`src/sv/tlik_pkg.sv`:
```
`default_nettype none

package tlik_pkg;

	// Register indexes, decoded from the word address of the configuration port.
	localparam logic REG_UPPER = 1'b0;
	localparam logic REG_LOWER = 1'b1;

	localparam logic [13:0] LINK_RESET = 14'd6356;

	// Angles inside the datapath are in units of 2^-30 rad.
	localparam logic [31:0] Q30_PI      = 32'd3373259426;
	localparam logic [30:0] Q30_HALF_PI = 31'd1686629713;

	localparam int ATAN_LEN = 24;

	// Vectoring unit operand width and the number of stages ahead of its rotations.
	localparam int VEC_W   = 44;
	localparam int VEC_PRE = 2;

	// Square root: a 58-bit radicand gives a 29-bit root, one root bit per stage.
	localparam int SQ_IN_W  = 58;
	localparam int SQ_OUT_W = 29;

	function automatic logic [29:0] atan_q30(input int unsigned i);
		logic [29:0] v;
		unique case (i)
			0:  v = 30'd843314856;
			1:  v = 30'd497837829;
			2:  v = 30'd263043836;
			3:  v = 30'd133525158;
			4:  v = 30'd67021686;
			5:  v = 30'd33543515;
			6:  v = 30'd16775850;
			7:  v = 30'd8388437;
			8:  v = 30'd4194282;
			9:  v = 30'd2097149;
			10: v = 30'd1048575;
			11: v = 30'd524287;
			12: v = 30'd262143;
			13: v = 30'd131071;
			14: v = 30'd65535;
			15: v = 30'd32767;
			16: v = 30'd16383;
			17: v = 30'd8191;
			18: v = 30'd4095;
			19: v = 30'd2047;
			20: v = 30'd1023;
			21: v = 30'd511;
			22: v = 30'd255;
			23: v = 30'd127;
			default: v = '0;
		endcase
		return v;
	endfunction

endpackage

`default_nettype wire

```
`src/sv/tlik_isqrt.sv`:
```
`default_nettype none

module tlik_isqrt (
	input  wire logic                          clk,
	input  wire logic                          en,
	input  wire logic [tlik_pkg::SQ_IN_W-1:0]  rad,
	output logic      [tlik_pkg::SQ_OUT_W-1:0] root
);
	import tlik_pkg::*;

	logic [SQ_IN_W-1:0]  rad_s  [SQ_OUT_W];
	logic [SQ_OUT_W-1:0] root_s [SQ_OUT_W];
	logic [SQ_OUT_W:0]   rem_s  [SQ_OUT_W];

	// Restoring square root: each stage brings down two radicand bits and decides one root bit.
	for (genvar i = 0; i < SQ_OUT_W; i++) begin : g_step
		logic [SQ_IN_W-1:0]  rad_in;
		logic [SQ_OUT_W-1:0] root_in;
		logic [SQ_OUT_W:0]   rem_in;
		logic [SQ_OUT_W+2:0] cur;
		logic [SQ_OUT_W+2:0] trial;
		logic [SQ_OUT_W+2:0] diff;
		logic                ge;

		if (i == 0) begin : g_first
			assign rad_in  = rad;
			assign root_in = '0;
			assign rem_in  = '0;
		end else begin : g_next
			assign rad_in  = rad_s[i-1];
			assign root_in = root_s[i-1];
			assign rem_in  = rem_s[i-1];
		end

		assign cur   = {rem_in, rad_in[SQ_IN_W-1 -: 2]};
		assign trial = {1'b0, root_in, 2'b01};
		assign ge    = cur >= trial;
		assign diff  = cur - trial;

		always_ff @(posedge clk) begin
			if (en) begin
				rad_s[i]  <= rad_in << 2;
				root_s[i] <= {root_in[SQ_OUT_W-2:0], ge};
				rem_s[i]  <= ge ? diff[SQ_OUT_W:0] : cur[SQ_OUT_W:0];
			end
		end
	end

	assign root = root_s[SQ_OUT_W-1];

endmodule

`default_nettype wire

```
`config.mk`:
```
export PLATFORM = sky130hd
export DESIGN_NAME = tlik_isqrt
export DESIGN_NICKNAME = d
export VERILOG_FILES = /design/src/sv/tlik_pkg.sv /design/src/sv/tlik_isqrt.sv
export SDC_FILE = /design/constraint.sdc
export NUM_CORES = 2
export LEC_CHECK = 0
export BUFFER_PORTS_ARGS = -buffer_cell sky130_fd_sc_hd__buf_4
export CAP_MARGIN = 20
export CORE_UTILIZATION = 40
export CTS_CLUSTER_SIZE = 12
export DETAILED_ROUTE_END_ITERATION = 10
export GPL_ROUTABILITY_DRIVEN = 0
export SYNTH_ARGS = -nofsm -noshare
export SYNTH_HDL_FRONTEND = slang
export SYNTH_SLANG_ARGS = --single-unit
```
`constraint.sdc`:
```
create_clock -name clk -period 7.8 [get_ports clk]
set_input_delay 0 -clock clk [delete_from_list [all_inputs] [get_ports clk]]
set_output_delay 0 -clock clk [all_outputs]
set_load 0.05 [all_outputs]
```
==> reports/summary.txt <==
Outcome - finished, final reports clean
Post-synthesis sequential area ratio - 64.8%
Peak VDD IR - 0.200 mV
Average size of a mapped cell - 13.0 um2
Largest net degree at the start of global routing - 202
Leak - 41.0 nW
# clock sinks - 2045
Cts hold-fix bufs - 118
Die footprint - 0.239 mm2
Least-Margin Pin Slew - 1.13 ns
CTS max path bufs - 3
Yosys top cell by area - edfxtp_1
Clk_skew - 0.0597 ns
Detailed Routing Iterations Pass 1 - 6
Die height - 489 um
Vias/cell - 5.13
DIE WIDTH - 489 um
Total CTS buffers - 220
Worst setup EP type - flip-flop
# H-tree levels - 4
First-pass GRT wire length - 289000 um
CTS clk-pin slew, worst paths - 0.06 ns
Fillers - 20900
Critical path cell sequence - inv_1 > ha_1 > a21oi_1 > o21ai_0 > or3b_2 > o21ai_0 > a2111oi_0 > o31ai_1 > and3_1 > clkinv_1 > mux2_2
CTS root buffer - clkbuf_16
Syn_nets - 7803
Insertion delay to the later sink of the worst-skew pair - 0.87 ns
Synth top cells by count - 2045 x edfxtp_1, 585 x inv_1, 485 x a21oi_1
WP buf/inv - 2
Residual DRC - 0
Final setup vio count - 0
CP Class - reg2reg
Core box area - 0.235 mm2
HPWL Detailed - 125000 um
Hold Path Class - in2reg
Yosys top cell area share - 64.8%
CP top delay family - compound AO/OA/AOI/OAI gates
IO Pins - 89
Slew HR - 23.9%
GRT Overall Usage - 14.9%
Setup repair after global routing missed its margin - no
Crit-path most repeated cell - o21ai_0
Final hold violation count - 0
Crit Path Max Fanout - 33
Port Buffers - 88
Final slew viol count - 0
Vias - 56100
1st-iter DRT viols - 4150
CTS tree - yes
Post-route ant nets - 0
Synth Warn # - 0
Async S/R FF share, synth - 0%
# Post-CTS Setup Buffers - 0
Fin crit period - 4.59 ns
WP data arrival - 5.16 ns
Predominant post-synthesis flop cell - edfxtp_1
Initial antenna violation count - 1
WL per Instance - 16.5 um
Syn Std Cell Area - 0.0948 mm2
Worst path required time - 8.37 ns
Critical Path Max Stage Delay - 0.81 ns
CP Launch Type - flip-flop
Register bit total from synthesis - 2045
Gr ovfl total - 0
Synth Instances - 7277
Post-CTS resize count - 0
Total of max-cap violations - 0
Count leader, synth - edfxtp_1
Setup TNS - 0 ns
Row cnt - 178
EDFF count, synth - 2045
Nets@finish - 8132
Final WL - 180000 um
Synth area leaders - edfxtp_1 65%, ha_1 6.2%, xnor2_1 3.2%
Period utilization - 58.8%
Area grow syn2layout - 13.6%
Yosys cell types - 83
Vias in the first global route - 54500
Slowest stage cell, crit path - clkinv_1
Pwr Density - 288 mW/mm2
Maximum clock rate - 218 MHz
Initial Utilization - 40.3%
Layout cells sized above 1 - 7.27%
Reg2Reg Setup Slack - 3.21 ns
Power Total - 0.0310 W
## registers in the layout, indices dropped and copies added, names as in the netlist
register and count:
root_s 435, rad_s 812, rem_s 798
## power breakdown
group          internal, W  switching (W)
logic              0.00262        0.00342
registers           0.0139       0.000806
clock network      0.00596        0.00433
total               0.0225        0.00856
## worst register-to-register path, stage by stage (launching register included)
cell and delay (ns):
edfxtp_1 0.34, inv_1 0.06, ha_1 0.36, a21oi_1 0.16, o21ai_0 0.15, or3b_2 0.45
o21ai_0 0.41, a2111oi_0 0.30, o31ai_1 0.34, and3_1 0.37, clkinv_1 0.81, mux2_2 0.59
## metrics by stage
stage | setup WS, ns | cells | cell area, um2 | util, % | hold slack [ns]
3_3_place_gp | 3.29 | 10400 | 99300 | 42.2 | 0.178
4_1_cts | 3.27 | 10900 | 108000 | 45.7 | 0.245
3_5_place_dp | 3.30 | 10400 | 99300 | 42.2 | 0.179
2_1_floorplan | 4.32 | 7277 | 94800 | - | 0.0989
5_1_grt | 2.93 | 10900 | 108000 | 45.7 | 0.271
6_report | 3.21 | 10900 | 108000 | 45.7 | 0.283
## cell usage in the layout (no fill, tap or decap), drive strengths merged, types with 19 or more instances in the layout
| master | instances |
|---|---|
| a211oi | 31 |
| a21o | 185 |
| a21oi | 485 |
| a31oi | 43 |
| and2 | 19 |
| and3 | 47 |
| buf | 122 |
| bufinv | 23 |
| clkbuf | 274 |
| clkinv | 105 |
| dlygate4sd3 | 118 |
| edfxtp | 2045 |
| ha | 466 |
| inv | 589 |
| mux2 | 83 |
| nand2 | 484 |
| nand2b | 64 |
| nand3 | 112 |
| nand3b | 21 |
| nand4 | 65 |
| nor2 | 440 |
| nor2b | 75 |
| nor3 | 187 |
| nor4 | 93 |
| o21a | 108 |
| o21ai | 366 |
| o21bai | 39 |
| o31ai | 33 |
| or2 | 46 |
| or3 | 70 |
| or4 | 43 |
| xnor2 | 341 |
| xor2 | 324 |
## final cells by class
type                       instances  area [um2]  area share (%)
clock inverter                   130        1490            1.38
clock buffer                     274        5710            5.30
multi-input combinational       4510       30700            28.5
tap                             3150        3940            3.66
inverter                         588        2210            2.05
sequential                      2045       61400            57.0
timing repair buffer             241        2280            2.11
antenna                            1        2.50         0.00232
## path summary, 6_finish.rpt
kind                            depth (start not counted)            end     startpoint
worst min register to register                          0  rad_s[13][52]  rad_s[12][50]
worst min-delay path                                    2   rad_s[0][22]             en
worst max register to register                         11  rem_s[19][12]  root_s[18][3]
worst max-delay path                                   11  rem_s[19][12]  root_s[18][3]
## cells by family after synthesis
family / synth area share (%)
flip-flops: 64.8
AND/OR/NAND/NOR: 9.53
AO/OA/AOI/OAI: 9.45
buffers and inverters: 2.90
XOR/XNOR: 6.14
adder cells (fa/ha/maj): 6.15
multiplexers: 1.03
other: 0.00396
## layer usage
layer / share of wire (%) / wire length, um / up-vias / GRT usage [%]
met4: 2.8 / 5000 / 0 / 4.66
li1: - / - / 27600 / -
met2: 48 / 86400 / 1209 / 24.8
met3: 4.3 / 7760 / 362 / 2.47
met1: 45 / 81300 / 26900 / 19.8
met5: 0 / 0 / - / 0
No activity file was read; power rests on OpenSTA's default activity.
